===== src/hw/rtl/bib_pkg.sv =====
// Shared constants, command codes and controller/datapath handshake structs
// for the bucket index builder. No dependencies.
package bib_pkg;

  localparam int KEY_BITS   = 12;
  localparam int DEPTH      = 1 << KEY_BITS;
  localparam int IDX_W      = KEY_BITS + 1;
  localparam int AK_W       = 13;
  localparam int CMP_W      = (AK_W > IDX_W) ? AK_W : IDX_W;
  localparam int DATA_W     = 32;
  localparam int CMD_W      = 3;
  localparam int CFG_IDX_W  = 1;

  localparam logic [CMD_W-1:0] CMD_COUNT = 3'd0;
  localparam logic [CMD_W-1:0] CMD_BUILD = 3'd1;
  localparam logic [CMD_W-1:0] CMD_ZERO  = 3'd2;
  localparam logic [CMD_W-1:0] CMD_STORE = 3'd3;
  localparam logic [CMD_W-1:0] CMD_PRUNE = 3'd4;
  localparam logic [CMD_W-1:0] CMD_CLEAR = 3'd5;
  localparam logic [CMD_W-1:0] CMD_QUERY = 3'd6;

  localparam logic [CFG_IDX_W-1:0] REG_ACTIVE_KEYS = 1'd0;
  localparam logic [CFG_IDX_W-1:0] REG_SIZE_LIMIT  = 1'd1;

  localparam logic [AK_W-1:0]   ACTIVE_KEYS_RST = AK_W'(4096);
  localparam logic [DATA_W-1:0] SIZE_LIMIT_RST  = '1;

  // Commands from the controller to the datapath.
  typedef struct packed {
    logic accept;     // load the item and issue its table read
    logic exec;       // finish a point command and load the result
    logic walk_step;  // handle one key of a table walk
    logic init;       // post-reset clearing sweep is running
    logic finish;     // load the walk total as the result
  } dp_ctl_t;

  // Status from the datapath to the controller.
  typedef struct packed {
    logic in_is_walk;  // offered item walks the table
    logic walk_done;   // walk index reached its end
    logic stage_busy;  // a read is still returning from the walk
    logic out_free;    // result register can take a new result
  } dp_sts_t;

endpackage


===== src/hw/rtl/bib_ctrl.sv =====
// Controller state machine for the bucket index builder.
// Depends on bib_pkg; drives the datapath through dp_ctl_t.
module bib_ctrl import bib_pkg::*; (
  input  logic    clk,
  input  logic    rst,
  input  logic    in_valid,
  output logic    in_ready,
  input  dp_sts_t sts,
  output dp_ctl_t ctl
);

  localparam logic [2:0] ST_INIT   = 3'd0;
  localparam logic [2:0] ST_IDLE   = 3'd1;
  localparam logic [2:0] ST_EXEC   = 3'd2;
  localparam logic [2:0] ST_WALK   = 3'd3;
  localparam logic [2:0] ST_FINISH = 3'd4;

  logic [2:0] state;
  logic [2:0] state_next;

  always_ff @(posedge clk) begin
    if (rst) begin
      state <= ST_INIT;
    end else begin
      state <= state_next;
    end
  end

  always_comb begin
    state_next = state;
    ctl        = '0;
    in_ready   = 1'b0;
    unique case (state)
      ST_INIT: begin
        ctl.init = 1'b1;
        if (sts.walk_done) begin
          state_next = ST_IDLE;
        end else begin
          ctl.walk_step = 1'b1;
        end
      end
      ST_IDLE: begin
        in_ready = 1'b1;
        if (in_valid) begin
          ctl.accept = 1'b1;
          state_next = sts.in_is_walk ? ST_WALK : ST_EXEC;
        end
      end
      ST_EXEC: begin
        if (sts.out_free) begin
          ctl.exec   = 1'b1;
          state_next = ST_IDLE;
        end
      end
      ST_WALK: begin
        if (sts.walk_done) begin
          state_next = ST_FINISH;
        end else begin
          ctl.walk_step = 1'b1;
        end
      end
      ST_FINISH: begin
        // The last read of the walk must land in the total first.
        if (!sts.stage_busy && sts.out_free) begin
          ctl.finish = 1'b1;
          state_next = ST_IDLE;
        end
      end
      default: begin
        state_next = ST_INIT;
      end
    endcase
  end

endmodule


===== config.mk =====
export PLATFORM = sky130hd
export DESIGN_NAME = bib_ctrl
export DESIGN_NICKNAME = d
export VERILOG_FILES = /design/src/hw/rtl/bib_pkg.sv /design/src/hw/rtl/bib_ctrl.sv
export SDC_FILE = /design/constraint.sdc
export NUM_CORES = 1
export LEC_CHECK = 0
export BUFFER_PORTS_ARGS = -buffer_cell sky130_fd_sc_hd__buf_2
export CAP_MARGIN = 10
export CORE_AREA = 2 2 39 41
export CTS_CLUSTER_SIZE = 10
export DETAILED_ROUTE_END_ITERATION = 10
export DIE_AREA = 0 0 41 43
export SLEW_MARGIN = 25
export SYNTH_ARGS = -nofsm -noshare
export SYNTH_HDL_FRONTEND = slang
export SYNTH_SLANG_ARGS = --single-unit

===== constraint.sdc =====
create_clock -name clk -period 1.2 [get_ports clk]
set_input_delay 0.12 -clock clk [delete_from_list [all_inputs] [get_ports clk]]
set_output_delay 0.12 -clock clk [all_outputs]
set_load 0.05 [all_outputs]

======== Word level (Yosys, flattened, before mapping) ========
Index checks and enable logic that the tools add are counted.
storage, ports and cells
  word-level logic and storage cells ...... 32
  bits of input ports ..................... 7
  bits in registers ....................... 3
  output and inout port bits .............. 6
cells by class
  muxes and demuxes ....................... 17
  equal/unequal tests ..................... 9
  reduce and logical (&&, ||, !) cells .... 5
operators by type and width
  kind                  number
  $mux W3               5
  $pmux W3 S5           1
  $mux W1               11
  $ne A2 B2 Y1 const B  5
  $eq A3 B2 Y1 const B  2
  $reduce_and A5 Y1     1
  $eq A3 B1 Y1 const B  1
  $eq A3 B3 Y1 const B  1
  $logic_not A3 Y1      1
  $reduce_or A2 Y1      1
  $logic_and A1 B1 Y1   1
  $logic_not A1 Y1      1

======== Logic depth before layout (Yosys ltp) ========
Gate-level depths: netlist of the first run.
  depth in word-level cells ............... 4
  depth in mapped cells ................... 4
  gate-level depth less buffers ........... 3

======== Worst setup path after synthesis of the first run ========
Ideal clock, no wire load.
  kind .................................... reg-to-output
  start point ............................. register state[2]
  end point ............................... output port ctl[4] (netlist bit)
  stages on the path, launching flop included .. 5
  path slack .............................. -0.687 ns
  data required time ...................... 1.080 ns
  data arrival time ....................... 1.767 ns
  cells stage by stage .................... dfxtp_1 -> buf_6 -> nand2b_1 -> nor2_1 -> and2_1
RTL lines
  what                    line            RTL
  start, declared         bib_ctrl.sv:18  logic [2:0] state;
  start signal, assigned  bib_ctrl.sv:25  state <= state_next;
  end, declared           bib_ctrl.sv:9   output dp_ctl_t ctl

==> results.yml, run 1 <==
clocking:
  cts.path.max_buffers: 2
  cts.hold.buffers_added: 0
  clk_pin_slew_worst_paths_ns: 0.04
  cts_buffers: 3
  root_buffer: "clkbuf_4"
  cts_sinks: 3
  h-tree-depth: 1
  clock_latency_ns: 0.24
  cts_tree: "built"
synthesis:
  avgSynthCellArea_sq_um: 7.73
  yosysWarnings: 0
  yosys.area.top_type: "dfxtp_1"
  async_flop_share_pct: 0
  synth_cell_types: 21
  syn-instance-count: 34
  ys.flop_type: "dfxtp_1"
  synth_area_sq_um: 263
  ys_seq_elements: 3
  yosysSeqAreaShare_pct: 22.9
  synth_top_area_share_pct: 22.9
  synth_enable_flop_cells: 0
  syn-num-nets: 41
  synth.area.top_cells: "dfxtp_1 (23%), buf_6 (8.6%), nor3_1 (5.7%), nand3b_1 (5.7%), nor2_1 (5.7%)"
min_path:
  hold_class: "in -> reg"
  hold_depth: 2
power_and_ir_drop:
  p_sw_mw: 0.242
  fin_total_pwr_mw: 0.622
  ir_drop_uv: 324
  p_leak_nw: 0.235
  p_int_mw: 0.380
  power.density_mw_per_mm2: 1150
  p_clk_share_pct: 30.7
  pwr-share-comb_pct: 48.2
  pwr-share-seq_pct: 21.1
  p_sw_share_pct: 38.9
placed_design:
  port_buffers: 12
  dp_hpwl_microns: 569
  gp_congestion: 0.786
  place_area_sq_um: 399
  dpl_worst_slack_ns: -0.0273
global_route:
  grt_overflow: 0
  grt_pass1_wl_microns: 1440
  antenna_found_initial: 0
  grt_usage_pct: 12.6
  grt_start_max_net_pins: 11
  grt_pass1_vias: 343
die:
  die_area_sq_mm: 0.00176
  io_pins: 13
  num_rows: 14
  core_area_sq_mm: 0.00138
  fp.dieW_microns: 41
  fp.dieH_microns: 43
  start_util_pct: 19.0
setup_path:
  cp_num_buf_inv: 2
  slowest_stage: "dfxtp_4"
  critPathMaxFanout: 6
  cp_common_cell: "buf_6"
  crit_path_cell_trace: "buf_6, xor2_1, nor3_2, buf_6"
  cp_top_family: "flip-flops"
  r2r_cells: 3
  arrival_ns: 1.20
  cp-end-kind: "primary output"
  worstPathRequired_ns: 1.08
  slowest_delay_ns: 0.37
  crit_type: "reg -> out"
  critPathLaunchType: "flip-flop"
  cp.depth: 4
drt:
  postRouteAntennaNets: 0
  drc_errors: 0
  wl_per_cell_microns: 12.7
  vias: 341
  vias_per_cell: 4.61
  drt_iter0_drc: 5
  wl_microns: 940
  drt_first_pass_iters: 3
sta:
  fin_crit_sh_pct: 110
  rsz0062_at_grt: "true"
  slew_violations: 0
  finalCriticalPeriod_ns: 1.32
  fin_skew_ns: 0.000695
  finalWorstSetupSlack_ns: -0.122
  finalHoldViolations: 0
  worst_pin_slew_ns: 0.312
  finalSetupViolCount: 5
  relSlewSlack_pct: 79.2
  max_freq_mhz: 756
layout:
  diodes: 0
  drive_gt1_share_pct: 67.2
  final_common_cell: "buf_4"
  largest_reg_flops: 3
  layout_common_cells: "buf_4 (9), buf_6 (7), buf_2 (6)"
  nFillCells: 148
  top_register: "state"
  area_growth_pct: 106
  nets: 66
  final_area_sq_um: 542
  reg_top3: "state: 3 flops"
outcome:
  failed_checks: "negative setup slack"
  outcome: "finished with violations"
run:
  cap_violations: 0
Yosys cell counts (2+ instances only):
cell type	instances
nand2b_1	2
nor3_1	3
nand3b_1	2
a21oi_1	2
nor2b_1	2
dfxtp_1	3
nor2_1	4
buf_6	2
nand2_1	2
worst register-to-register path, cell delays in order, from the launching register on:
cell and delay (ns):
dfxtp_4 0.41, buf_4 0.14, or3b_4 0.37, a211oi_2 0.17
kinds of logic after synthesis:
| group | after synthesis | share of synthesized area [%] |
|---|---|---|
| flip-flops | 3 | 22.9 |
| AO/OA/AOI/OAI | 7 | 20.5 |
| XOR/XNOR | 1 | 3.33 |
| buffers and inverters | 4 | 12.9 |
| AND/OR/NAND/NOR | 19 | 40.5 |
power by group through the flow:
stage	logic, mW	registers (mW)	clock network, mW
after floorplan	0.166	0.113	0
after global placement	0.208	0.126	0
after detailed placement	0.212	0.127	0
after CTS	0.281	0.131	0.197
after global routing	0.316	0.133	0.200
final	0.300	0.131	0.191
layer usage:
layer  part of all wire [%]  wire [microns]  vias to the layer above  global-route usage (%)
li1                       -               -                      170                       -
met2                     57             538                        8                    21.6
met1                     39             365                      161                    13.2
met5                      0               0                        -                       0
met3                    2.2              21                        2                       0
met4                    1.5              14                        0                    10.0
through the flow:
stage	util, %	hold WS, ns	TNS (ns)	instances
global route	39.2	0.0785	-0.590	74
finish	39.2	0.0677	-0.356	74
detailed placement	28.8	0.320	-0.0524	67
floorplan	-	0.185	-0.469	34
CTS	37.8	0.0556	-0.416	74
global placement	28.8	0.320	-0.00435	67
cell type report:
class | count | area (sq um) | share of cell area, %
repair buffers | 23 | 196 | 36.3
inverters | 1 | 3.75 | 0.693
flip-flops and latches | 3 | 67.6 | 12.5
well taps | 16 | 20.0 | 3.70
clock buffers | 4 | 26.3 | 4.85
multi-input cells | 27 | 228 | 42.0
what timing repair did:
item / 4_1_cts / 5_1_grt
gates cloned: 0 / 0
setup buffers: 3 / 0
endpoints found under the setup margin: 8 / 7
resized for setup: 19 / 5
pin swaps: 0 / 2
path summary, 6_finish.rpt:
check,from,endpoint,slack (ns)
setup / recovery,state[0],ctl[2],-0.12
hold / removal,rst,state[1],0.07
setup reg to reg,state[1],state[1],0.02
hold reg to reg,state[2],state[1],0.65
No activity file was read; power rests on OpenSTA's default activity.
==> inputs of run 2 (changes only) <==
BUFFER_PORTS_ARGS = -buffer_cell sky130_fd_sc_hd__buf_4   (was -buffer_cell sky130_fd_sc_hd__buf_2)
==> results.yml, run 2 (synthesized netlist as in run 1, its figures left out) <==
drt:
  routed.top_layer: "met4"
  drt_iter0_drc: 3
  wl_per_cell_microns: 11.5
  vias: 323
  drt_first_pass_iters: 4
  wl_microns: 804
  dr_wl_met2_microns: 468
  postRouteAntennaNets: 0
  drt-met1-wl_microns: 289
  vias_per_cell: 4.61
  drc_errors: 0
  dr_wl_met3_microns: 31
sta:
  slew_violations: 0
  finalSetupViolCount: 6
  finalHoldViolations: 0
  rsz0062_at_grt: "true"
  worst_pin_slew_ns: 0.191
  finalCriticalPeriod_ns: 1.23
  fin_crit_sh_pct: 102
  relSlewSlack_pct: 87.3
  max_freq_mhz: 815
  fin_skew_ns: 0.00101
  finalWorstSetupSlack_ns: -0.0275
layout:
  reg_top3: "state: 3 flops"
  top_register: "state"
  diodes: 0
  area_growth_pct: 109
  nets: 62
  final_core_util_pct: 39.6
  final_common_cell: "buf_4"
  nFillCells: 140
  final_area_sq_um: 548
  largest_reg_flops: 3
  drive_gt1_share_pct: 70.4
  final-seq-area_sq_um: 68.8
  layout_common_cells: "buf_4 (10), buf_6 (8), nor3_4 (3), clkbuf_4 (3)"
  multi_input_area_sq_um: 249
die:
  start_util_pct: 19.0
  fp.dieW_microns: 41
  fp.dieH_microns: 43
  core_area_sq_mm: 0.00138
  die_area_sq_mm: 0.00176
  io_pins: 13
  num_rows: 14
power_and_ir_drop:
  pwr-share-comb_pct: 47.3
  p_leak_nw: 0.221
  power.density_mw_per_mm2: 1080
  p_sw_share_pct: 38.2
  p_sw_mw: 0.226
  p_int_mw: 0.365
  ir_drop_uv: 328
  pwr-share-seq_pct: 23.1
  p_clk_share_pct: 29.6
placed_design:
  gp_congestion: 0.760
  dpl_worst_slack_ns: -0.0183
  port_buffers: 12
  place_area_sq_um: 407
  dp_hpwl_microns: 504
outcome:
  failed_checks: "negative setup slack"
  outcome: "finished with violations"
global_route:
  grt_pass1_wl_microns: 1200
  grt_start_max_net_pins: 9
  grt_pass1_vias: 312
  grt_usage_pct: 10.1
  grt_overflow: 0
  antenna_found_initial: 0
setup_path:
  worstPathRequired_ns: 1.35
  r2r_setup_slack_ns: -0.03
  critPathLaunchType: "flip-flop"
  cp_num_buf_inv: 1
  cp-end-kind: "flip-flop"
  critPathMaxFanout: 7
  crit_type: "reg -> reg"
  slowest_stage: "dfxtp_4"
  crit_path_cell_trace: "buf_4, or3b_1, a211oi_2"
  slowest_delay_ns: 0.41
  arrival_ns: 1.38
  cp_top_family: "flip-flops"
clocking:
  h-tree-depth: 1
  root_buffer: "clkbuf_4"
  cts_sinks: 3
  cts.path.max_buffers: 2
  clk_pin_slew_worst_paths_ns: 0.04
  clock_latency_ns: 0.23
  cts.hold.buffers_added: 0
  cts_tree: "built"
  cts_buffers: 3
min_path:
  hold_class: "in -> reg"
run:
  cap_violations: 0
[run 2: cell type report]
cell class	instances	area share, %
multi-input combinational	27	45.4
timing repair buffer	19	32.9
sequential	3	12.6
clock buffer	4	4.79
tap	16	3.65
inverter	1	0.685
[run 2: power groups by stage]
stage / Sequential (mW) / Clock [mW] / Combinational (mW)
finish: 0.137 / 0.175 / 0.280
global route: 0.138 / 0.198 / 0.296
global placement: 0.127 / 0 / 0.216
detailed placement: 0.127 / 0 / 0.217
floorplan: 0.113 / 0 / 0.166
CTS: 0.130 / 0.184 / 0.269
[run 2: stage by stage]
step | hold slack [ns] | setup TNS (ns) | cells | power, mW
floorplan | 0.185 | -0.469 | 34 | 0.279
global placement | 0.303 | -0.0146 | 64 | 0.343
detailed placement | 0.306 | -0.0335 | 64 | 0.344
CTS | 0.0522 | -0.0605 | 70 | 0.583
global route | 0.0510 | -0.504 | 70 | 0.633
finish | 0.0617 | -0.0991 | 70 | 0.591
[run 2: per-layer routing]
layer,track usage [%],vias up
li1,-,160
met1,13.5,151
met2,13.8,10
met3,1.57,2
met4,8.00,0
met5,0,-
[run 2: worst paths after layout]
path	end	startpoint	cells past startpoint
max	state[1]	state[1]	3
min reg2reg	state[2]	state[2]	2
min	state[1]	rst	2
max reg2reg	state[1]	state[1]	3
[run 2: repair_timing]
item	CTS	global route
endpoints found under the setup margin	8	7
gates resized for setup	22	4
buffers inserted	2	0
pin swaps	3	0
[run 2: worst reg2reg max path, stage by stage, from the launching register on]
cell      delay, ns
dfxtp_4        0.41
buf_4          0.16
or3b_1         0.36
a211oi_2       0.21
